### src/hdl/bcd_pkg.sv
// ----------------------------------------------------------------------------
// bcd_pkg
// Shared types, format codes and fixed-point helpers for the BC1..BC5 decoder.
// ----------------------------------------------------------------------------
`default_nettype none

package bcd_pkg;

   typedef enum logic [2:0] {
      FMT_BC1 = 3'd0,
      FMT_BC2 = 3'd1,
      FMT_BC3 = 3'd2,
      FMT_BC4 = 3'd3,
      FMT_BC5 = 3'd4
   } fmt_type;

   localparam int unsigned LANES = 4;

   // per-block palettes, RGBA colour entries plus two 8-level channel tables
   typedef struct packed {
      logic [3:0][31:0] colour;
      logic [7:0][7:0]  lo_level;
      logic [7:0][7:0]  hi_level;
   } pal_type;

   // selector codes for one texel
   typedef struct packed {
      logic [1:0] colour_code;
      logic [3:0] alpha4;
      logic [2:0] lo_code;
      logic [2:0] hi_code;
   } lane_code_type;

   // v * 255 / 31, truncated
   function automatic logic [7:0] expand5(input logic [4:0] v);
      logic [12:0] x;
      logic [28:0] p;
      x = 13'(v) * 13'd255;
      p = 29'(x) * 29'd33826;
      return p[27:20];
   endfunction

   // v * 255 / 63, truncated
   function automatic logic [7:0] expand6(input logic [5:0] v);
      logic [13:0] x;
      logic [28:0] p;
      x = 14'(v) * 14'd255;
      p = 29'(x) * 29'd16645;
      return p[27:20];
   endfunction

   // x / 3 for x <= 765
   function automatic logic [7:0] div3(input logic [9:0] x);
      logic [19:0] p;
      p = 20'(x) * 20'd683;
      return p[18:11];
   endfunction

   // x / 7 for x <= 1785
   function automatic logic [7:0] div7(input logic [10:0] x);
      logic [21:0] p;
      p = 22'(x) * 22'd2341;
      return p[21:14];
   endfunction

   // x / 5 for x <= 1275
   function automatic logic [7:0] div5(input logic [10:0] x);
      logic [21:0] p;
      p = 22'(x) * 22'd3277;
      return p[21:14];
   endfunction

endpackage

`default_nettype wire

### src/hdl/bc1_to_bc5_block_decoder_top.sv
// ----------------------------------------------------------------------------
// bc1_to_bc5_block_decoder_top
// BC1..BC5 4x4 texture block decoder, one RGBA8 row per transaction.
// ----------------------------------------------------------------------------
// Each accepted block produces four row transactions, top row first, with
// tlast on the fourth. The output row register is the limit: one row leaves
// per cycle while the output is not stalled, and a new block is taken once
// the previous block's fourth row is loaded. Data pass the input register,
// the palette register and the row register in turn. Four lanes decode the four
// columns of a row in parallel. Write block_format only while idle.
`default_nettype none

module bc1_to_bc5_block_decoder_top
   import bcd_pkg::*;
(
   input  wire logic          clock,
   input  wire logic          reset,
   input  wire logic          req_tvalid,
   output logic               req_tready,
   input  wire logic [127:0]  req_tdata,   // block_low[63:0], block_high[127:64]
   output logic               rsp_tvalid,
   input  wire logic          rsp_tready,
   output logic [135:0]       rsp_tdata,   // row_index[1:0], texel_0..3 [129:2], pad
   output logic               rsp_tlast,
   input  wire logic          csr_valid,
   output logic               csr_ready,
   input  wire logic [2:0]    csr_data     // block_format
);

   fmt_type fmt_ff, fmt_in;

   logic        s1_valid_ff, s1_valid_in;
   logic [63:0] s1_lo_ff, s1_lo_in;
   logic [63:0] s1_hi_ff, s1_hi_in;

   logic               s2_valid_ff, s2_valid_in;
   logic [1:0]         s2_row_ff, s2_row_in;
   pal_type            s2_pal_ff, s2_pal_in;
   logic [15:0][1:0]   s2_ccode_ff, s2_ccode_in;
   logic [15:0][3:0]   s2_acode_ff, s2_acode_in;
   logic [15:0][2:0]   s2_lcode_ff, s2_lcode_in;
   logic [15:0][2:0]   s2_hcode_ff, s2_hcode_in;

   logic                   rsp_valid_ff, rsp_valid_in;
   logic [1:0]             rsp_row_ff, rsp_row_in;
   logic [LANES-1:0][31:0] rsp_texel_ff, rsp_texel_in;
   logic                   rsp_last_ff, rsp_last_in;

   logic        req_acc;
   logic        out_load;
   logic        s2_done;
   logic        s1_move;
   logic [63:0] colour_blk;
   pal_type     pal_next;

   lane_code_type [LANES-1:0] lane_code;
   logic [LANES-1:0][31:0]    lane_texel;

   // handshake control
   assign out_load   = s2_valid_ff && (!rsp_valid_ff || rsp_tready);
   assign s2_done    = out_load && (s2_row_ff == 2'd3);
   assign s1_move    = s1_valid_ff && (!s2_valid_ff || s2_done);
   assign req_tready = !s1_valid_ff || s1_move;
   assign req_acc    = req_tvalid && req_tready;
   assign csr_ready  = 1'b1;

   assign fmt_in = (csr_valid && csr_ready) ? fmt_type'(csr_data) : fmt_ff;

   assign s1_valid_in = req_acc ? 1'b1 : (s1_move ? 1'b0 : s1_valid_ff);
   assign s1_lo_in    = req_acc ? req_tdata[63:0]   : s1_lo_ff;
   assign s1_hi_in    = req_acc ? req_tdata[127:64] : s1_hi_ff;

   assign colour_blk = (fmt_ff == FMT_BC1) ? s1_lo_ff : s1_hi_ff;

   bcd_palette u_palette (
      .colour_ep (colour_blk[31:0]),
      .lo_ep     (s1_lo_ff[15:0]),
      .hi_ep     (s1_hi_ff[15:0]),
      .pal       (pal_next)
   );

   always_comb begin
      s2_valid_in = s1_move ? 1'b1 : (s2_done ? 1'b0 : s2_valid_ff);
      if (s1_move) begin
         s2_row_in = 2'd0;
      end else if (out_load) begin
         s2_row_in = s2_row_ff + 2'd1;
      end else begin
         s2_row_in = s2_row_ff;
      end
      s2_pal_in   = s1_move ? pal_next           : s2_pal_ff;
      s2_ccode_in = s1_move ? colour_blk[63:32]  : s2_ccode_ff;
      s2_acode_in = s1_move ? s1_lo_ff           : s2_acode_ff;
      s2_lcode_in = s1_move ? s1_lo_ff[63:16]    : s2_lcode_ff;
      s2_hcode_in = s1_move ? s1_hi_ff[63:16]    : s2_hcode_ff;
   end

   always_comb begin
      logic [3:0] tex_idx;
      for (int c = 0; c < LANES; c++) begin
         tex_idx                  = {s2_row_ff, 2'(c)};
         lane_code[c].colour_code = s2_ccode_ff[tex_idx];
         lane_code[c].alpha4      = s2_acode_ff[tex_idx];
         lane_code[c].lo_code     = s2_lcode_ff[tex_idx];
         lane_code[c].hi_code     = s2_hcode_ff[tex_idx];
      end
   end

   for (genvar g = 0; g < LANES; g++) begin : g_lane
      bcd_lane u_lane (
         .fmt   (fmt_ff),
         .pal   (s2_pal_ff),
         .code  (lane_code[g]),
         .texel (lane_texel[g])
      );
   end

   // row merge / output register
   assign rsp_valid_in = out_load ? 1'b1 : (rsp_tready ? 1'b0 : rsp_valid_ff);
   assign rsp_row_in   = out_load ? s2_row_ff : rsp_row_ff;
   assign rsp_texel_in = out_load ? lane_texel : rsp_texel_ff;
   assign rsp_last_in  = out_load ? (s2_row_ff == 2'd3) : rsp_last_ff;

   always_ff @(posedge clock) begin
      if (reset) begin
         fmt_ff       <= FMT_BC1;
         s1_valid_ff  <= 1'b0;
         s2_valid_ff  <= 1'b0;
         s2_row_ff    <= 2'd0;
         rsp_valid_ff <= 1'b0;
      end else begin
         fmt_ff       <= fmt_in;
         s1_valid_ff  <= s1_valid_in;
         s2_valid_ff  <= s2_valid_in;
         s2_row_ff    <= s2_row_in;
         rsp_valid_ff <= rsp_valid_in;
      end
   end

   always_ff @(posedge clock) begin
      s1_lo_ff     <= s1_lo_in;
      s1_hi_ff     <= s1_hi_in;
      s2_pal_ff    <= s2_pal_in;
      s2_ccode_ff  <= s2_ccode_in;
      s2_acode_ff  <= s2_acode_in;
      s2_lcode_ff  <= s2_lcode_in;
      s2_hcode_ff  <= s2_hcode_in;
      rsp_row_ff   <= rsp_row_in;
      rsp_texel_ff <= rsp_texel_in;
      rsp_last_ff  <= rsp_last_in;
   end

   assign rsp_tvalid = rsp_valid_ff;
   assign rsp_tlast  = rsp_last_ff;
   assign rsp_tdata  = {6'd0, rsp_texel_ff[3], rsp_texel_ff[2], rsp_texel_ff[1],
                        rsp_texel_ff[0], rsp_row_ff};

endmodule

`default_nettype wire

### src/hdl/bcd_palette.sv
// ----------------------------------------------------------------------------
// bcd_palette
// Builds the four-entry colour palette and both 8-level channel palettes.
// ----------------------------------------------------------------------------
`default_nettype none

module bcd_palette
   import bcd_pkg::*;
(
   input  wire logic [31:0] colour_ep,
   input  wire logic [15:0] lo_ep,
   input  wire logic [15:0] hi_ep,
   output pal_type          pal
);

   function automatic logic [7:0][7:0] chan_levels(input logic [15:0] ep);
      logic [7:0][7:0] lvl;
      logic [7:0]      e0;
      logic [7:0]      e1;
      logic [10:0]     sum;
      e0 = ep[7:0];
      e1 = ep[15:8];
      lvl[0] = e0;
      lvl[1] = e1;
      for (int k = 2; k < 8; k++) begin
         if (e0 > e1) begin
            sum    = 11'(8 - k) * 11'(e0) + 11'(k - 1) * 11'(e1);
            lvl[k] = div7(sum);
         end else if (k == 6) begin
            sum    = '0;
            lvl[k] = 8'h00;
         end else if (k == 7) begin
            sum    = '0;
            lvl[k] = 8'hFF;
         end else begin
            sum    = 11'(6 - k) * 11'(e0) + 11'(k - 1) * 11'(e1);
            lvl[k] = div5(sum);
         end
      end
      return lvl;
   endfunction

   logic [15:0] c0;
   logic [15:0] c1;
   logic [2:0][7:0] e0;   // b, g, r
   logic [2:0][7:0] e1;
   logic [2:0][7:0] mix2;
   logic [2:0][7:0] mix3;
   logic [8:0]      half;

   assign c0 = colour_ep[15:0];
   assign c1 = colour_ep[31:16];

   always_comb begin
      e0[2] = expand5(c0[15:11]);
      e0[1] = expand6(c0[10:5]);
      e0[0] = expand5(c0[4:0]);
      e1[2] = expand5(c1[15:11]);
      e1[1] = expand6(c1[10:5]);
      e1[0] = expand5(c1[4:0]);
      half  = '0;
      for (int ch = 0; ch < 3; ch++) begin
         if (c0 > c1) begin
            mix2[ch] = div3({1'b0, e0[ch], 1'b0} + 10'(e1[ch]));
            mix3[ch] = div3(10'(e0[ch]) + {1'b0, e1[ch], 1'b0});
         end else begin
            half     = 9'(e0[ch]) + 9'(e1[ch]);
            mix2[ch] = half[8:1];
            mix3[ch] = 8'h00;
         end
      end
      pal.colour[0] = {8'hFF, e0[0], e0[1], e0[2]};
      pal.colour[1] = {8'hFF, e1[0], e1[1], e1[2]};
      pal.colour[2] = {8'hFF, mix2[0], mix2[1], mix2[2]};
      pal.colour[3] = (c0 > c1) ? {8'hFF, mix3[0], mix3[1], mix3[2]} : 32'h0;
      pal.lo_level  = chan_levels(lo_ep);
      pal.hi_level  = chan_levels(hi_ep);
   end

endmodule

`default_nettype wire

### src/hdl/bcd_lane.sv
// ----------------------------------------------------------------------------
// bcd_lane
// Decodes one texel of the current row from the block palettes.
// ----------------------------------------------------------------------------
`default_nettype none

module bcd_lane
   import bcd_pkg::*;
(
   input  wire fmt_type          fmt,
   input  wire pal_type          pal,
   input  wire lane_code_type    code,
   output logic [31:0]           texel
);

   logic [31:0] rgb;
   logic [7:0]  lo_v;
   logic [7:0]  hi_v;

   assign rgb  = pal.colour[code.colour_code];
   assign lo_v = pal.lo_level[code.lo_code];
   assign hi_v = pal.hi_level[code.hi_code];

   always_comb begin
      case (fmt)
         FMT_BC1: texel = rgb;
         FMT_BC2: texel = {code.alpha4, code.alpha4, rgb[23:0]};  // a * 17
         FMT_BC3: texel = {lo_v, rgb[23:0]};
         FMT_BC4: texel = {8'hFF, lo_v, lo_v, lo_v};
         FMT_BC5: texel = {8'hFF, 8'h00, hi_v, lo_v};
         default: texel = 32'h0;
      endcase
   end

endmodule

`default_nettype wire

### config.mk
export PLATFORM = sky130hd
export DESIGN_NAME = bc1_to_bc5_block_decoder_top
export DESIGN_NICKNAME = d
export VERILOG_FILES = /design/src/hdl/bcd_pkg.sv /design/src/hdl/bc1_to_bc5_block_decoder_top.sv /design/src/hdl/bcd_palette.sv /design/src/hdl/bcd_lane.sv
export SDC_FILE = /design/constraint.sdc
export NUM_CORES = 2
export LEC_CHECK = 0
export BUFFER_PORTS_ARGS = -buffer_cell sky130_fd_sc_hd__buf_4
export CORE_UTILIZATION = 40
export CTS_CLUSTER_SIZE = 12
export DETAILED_ROUTE_END_ITERATION = 10
export SLEW_MARGIN = 20
export SYNTH_ARGS = -nofsm -noshare
export SYNTH_HDL_FRONTEND = slang
export SYNTH_HIERARCHICAL = 1
export SYNTH_SLANG_ARGS = --single-unit
### constraint.sdc
create_clock -name clock -period 18.82 [get_ports clock]
set_clock_uncertainty 0.15 [all_clocks]
set_input_delay 2.823 -clock clock [delete_from_list [all_inputs] [get_ports clock]]
set_output_delay 2.823 -clock clock [all_outputs]
set_load 0.01 [all_outputs]
==> flow_results.xml <==
<?xml version="1.0" encoding="UTF-8"?>
<metrics>
  <group name="run_status">
    <metric name="status" unit="">complete, no violations</metric>
  </group>
  <group name="clock_tree">
    <metric name="cts_htree_levels" unit="">3</metric>
    <metric name="post_cts_hold_buffer_count" unit="">0</metric>
    <metric name="numClockSinks" unit="">667</metric>
    <metric name="cts_resized" unit="">0</metric>
    <metric name="cts_made_buffers" unit="">77</metric>
    <metric name="cts-root-to-sink-buffers" unit="">3</metric>
    <metric name="clk_latency" unit="ps">720</metric>
    <metric name="cts_post_setup_buffers_inserted" unit="">0</metric>
    <metric name="clk_root_buffer_cell" unit="">sky130_fd_sc_hd__clkbuf_16</metric>
    <metric name="tritoncts_clock_tree" unit="">built</metric>
    <metric name="clkTransAtPathRegs" unit="ps">70</metric>
  </group>
  <group name="setup_path">
    <metric name="required" unit="ps">19240</metric>
    <metric name="critPathMostFrequentCell" unit="">sky130_fd_sc_hd__ha_1</metric>
    <metric name="cp_max_fo" unit="">62</metric>
    <metric name="critical_path.slowest_cell" unit="">sky130_fd_sc_hd__nor3_4</metric>
    <metric name="critPathArrivalTime" unit="ps">17550</metric>
    <metric name="critPathMaxStageDelay" unit="ps">910</metric>
    <metric name="cp-end-kind" unit="">flip-flop</metric>
    <metric name="startpoint_type" unit="">flip-flop</metric>
    <metric name="category_of_the_critical_setup_timing_path" unit="">flip-flop to flip-flop</metric>
  </group>
  <group name="timing">
    <metric name="max_freq" unit="GHz">0.0584</metric>
    <metric name="worst_slew_pin_slew" unit="ps">1310</metric>
    <metric name="slew_viol_final" unit="">0</metric>
    <metric name="worst_slew_margin_rel" unit="%">12.4</metric>
    <metric name="setup_total_negative_slack" unit="ps">0</metric>
    <metric name="rsz0062_at_grt" unit="">no</metric>
    <metric name="crit_share_post_route" unit="%">91.0</metric>
    <metric name="timing.final.hold_violations" unit="">0</metric>
    <metric name="fin_crit" unit="ps">17130</metric>
    <metric name="finalSetupViolations" unit="">0</metric>
  </group>
  <group name="yosys">
    <metric name="ys.flop_type" unit="">sky130_fd_sc_hd__edfxtp_1</metric>
    <metric name="synthesis.yosys.warnings" unit="">6</metric>
    <metric name="syn_area_per_cell" unit="um^2">11.1</metric>
    <metric name="syn-instance-count" unit="">8853</metric>
    <metric name="synth-async-reset-ratio" unit="%">0</metric>
    <metric name="synth_largest_area_cell" unit="">sky130_fd_sc_hd__ha_1</metric>
    <metric name="netlist_area" unit="um^2">98400</metric>
    <metric name="synth-seq-cells" unit="">667</metric>
    <metric name="seq_area_frac_synth" unit="%">20.3</metric>
    <metric name="synthDominantCellAreaShare" unit="%">30.5</metric>
    <metric name="synth_cell_types" unit="">105</metric>
    <metric name="synthTopCellsByArea" unit="">sky130_fd_sc_hd__ha_1, sky130_fd_sc_hd__edfxtp_1, sky130_fd_sc_hd__fa_1, sky130_fd_sc_hd__mux4_2, sky130_fd_sc_hd__inv_1</metric>
    <metric name="synth_enable_flop_cells" unit="">659</metric>
  </group>
  <group name="floorplan">
    <metric name="floorplan.rows" unit="">181</metric>
    <metric name="top_level_ports" unit="">276</metric>
    <metric name="floorplan.initialDensity" unit="%">40.3</metric>
    <metric name="floorplan.die.height" unit="um">498</metric>
    <metric name="die_width" unit="um">498</metric>
    <metric name="die_area" unit="um^2">248000</metric>
    <metric name="coreArea" unit="um^2">244000</metric>
  </group>
  <group name="placed_design">
    <metric name="globalplace.congestion" unit="">0.978</metric>
    <metric name="port_buffers" unit="">268</metric>
    <metric name="dp_hpwl" unit="mm">241</metric>
  </group>
  <group name="global_routing">
    <metric name="aggregate_global_route_resource_usage" unit="%">23.6</metric>
    <metric name="number_of_antenna_violations_at_the_first_check_in_global_routing" unit="">11</metric>
    <metric name="grt_first_pass_wirelength" unit="mm">441</metric>
    <metric name="pin_count_of_the_biggest_net_entering_global_routing" unit="">157</metric>
    <metric name="grt-ovfl-total" unit="">0</metric>
    <metric name="grt_pass1_vias" unit="">71536</metric>
  </group>
  <group name="cells_and_area">
    <metric name="drive_above_1_share" unit="%">9.55</metric>
    <metric name="layout.area.seq" unit="um^2">20000</metric>
    <metric name="final_common_cell" unit="">sky130_fd_sc_hd__ha_1</metric>
    <metric name="areaGrowthSynthToFinish" unit="%">8.13</metric>
    <metric name="multi_input_area" unit="um^2">72500</metric>
    <metric name="nFillCells" unit="">22622</metric>
    <metric name="mostFrequentLayoutCells" unit="">sky130_fd_sc_hd__ha_1, sky130_fd_sc_hd__inv_1, sky130_fd_sc_hd__fa_1, sky130_fd_sc_hd__edfxtp_1, sky130_fd_sc_hd__a21oi_1</metric>
    <metric name="nNetsFinal" unit="">12347</metric>
  </group>
  <group name="routing">
    <metric name="route.detailed.wl_per_inst" unit="um">23.6</metric>
    <metric name="antenna_violating_nets_post_route" unit="">0</metric>
    <metric name="vias_per_cell" unit="">5.57</metric>
    <metric name="dr.first_iter.drc_count" unit="">5243</metric>
    <metric name="dr_total_vias" unit="">68805</metric>
    <metric name="drt_first_pass_iters" unit="">6</metric>
    <metric name="drt-total-wl" unit="mm">292</metric>
    <metric name="post-route-drc-count" unit="">0</metric>
  </group>
  <group name="min_path">
    <metric name="holdCritPathClass" unit="">flip-flop to flip-flop</metric>
  </group>
  <group name="job">
    <metric name="count_of_max_cap_constraint_violations" unit="">0</metric>
  </group>
</metrics>
Yosys cell counts (103+ instances only):
master and count:
sky130_fd_sc_hd__nand2_1 293, sky130_fd_sc_hd__mux4_2 228, sky130_fd_sc_hd__fa_1 722, sky130_fd_sc_hd__o21ai_0 245, sky130_fd_sc_hd__xor2_1 160, sky130_fd_sc_hd__nor2_1 316, sky130_fd_sc_hd__edfxtp_1 659, sky130_fd_sc_hd__a21oi_1 412
sky130_fd_sc_hd__nand3_1 116, sky130_fd_sc_hd__nor3_1 103, sky130_fd_sc_hd__a21o_1 152, sky130_fd_sc_hd__xnor2_1 360, sky130_fd_sc_hd__ha_1 2396, sky130_fd_sc_hd__inv_1 1260
through the flow:
stage | util, % | hold slack (ps) | setup slack (ps) | std cells | cell area (um^2)
floorplan | - | 269 | 4370 | 8881 | 98500
detailed placement | 42.6 | 287 | 1940 | 12216 | 104000
finish | 43.6 | 295 | 1690 | 12360 | 106000
global route | 43.6 | 314 | 764 | 12355 | 106000
global placement | 42.6 | 282 | 2040 | 12216 | 104000
CTS | 43.6 | 298 | 1840 | 12346 | 106000
metal layers:
metal  GRT usage (%)  up-vias  wire (um)  part of all wire [%]
met3            3.28      498      17200                   5.9
met4            12.6        4      18000                   6.2
met2            38.0     2107     132000                    45
met1            30.6    34032     125000                    43
met5               0        -         30                 0.010
li1                -    32164          -                     -
state kept, by name (all words and copies together), names as in the netlist, 8 cells and up:
name         flops
rsp_tdata      128
s1_hi_ff        64
s1_lo_ff        64
s2_acode_ff     56
s2_ccode_ff     32
s2_hcode_ff     48
s2_lcode_ff      8
s2_pal_ff      256
final timing paths:
check / startpoint / to / slack [ps] / cells after the start
max: fmt_ff[1] / s2_pal_ff[207] / 1690 / 58
min: s1_hi_ff[27] / s2_hcode_ff[11] / 300 / 0
max reg2reg: fmt_ff[1] / s2_pal_ff[207] / 1690 / 58
min reg2reg: s1_hi_ff[27] / s2_hcode_ff[11] / 300 / 0
worst max-delay path, delay by kind of cell, from the launching register on:
kind | cells | cell delay, ps
buf+inv | 8 | 1120
flops | 1 | 310
simple gates | 15 | 3850
compound gates | 15 | 3690
mux | 1 | 440
fa+ha+maj | 17 | 6420
xor+xnor | 2 | 1000
layout make-up:
class                           count  area share (%)
Clock inverter                     34           0.440
Tap cell                         3202            3.77
Antenna cell                       14          0.0329
Clock buffer                       96            1.89
Multi-Input combinational cell   6732            68.1
Timing Repair Buffer              353            2.50
Sequential cell                   667            18.8
Inverter                         1262            4.46
logic make-up (layout without fill, tap and decap cells):
family          Yosys count  after routing  synth area share [%]
fa+ha+maj              3120           3120                  45.2
buf+inv                1482           1745                  6.18
compound gates         1377           1377                  9.06
simple gates           1212           1212                  6.03
flops                   667            667                  20.3
xor+xnor                525            525                  4.72
mux                     467            467                  8.54
other cells               3             45                0.0114
Power is not shown: default switching activity piles up to over one toggle a cycle in this logic, so the estimate is an artifact.
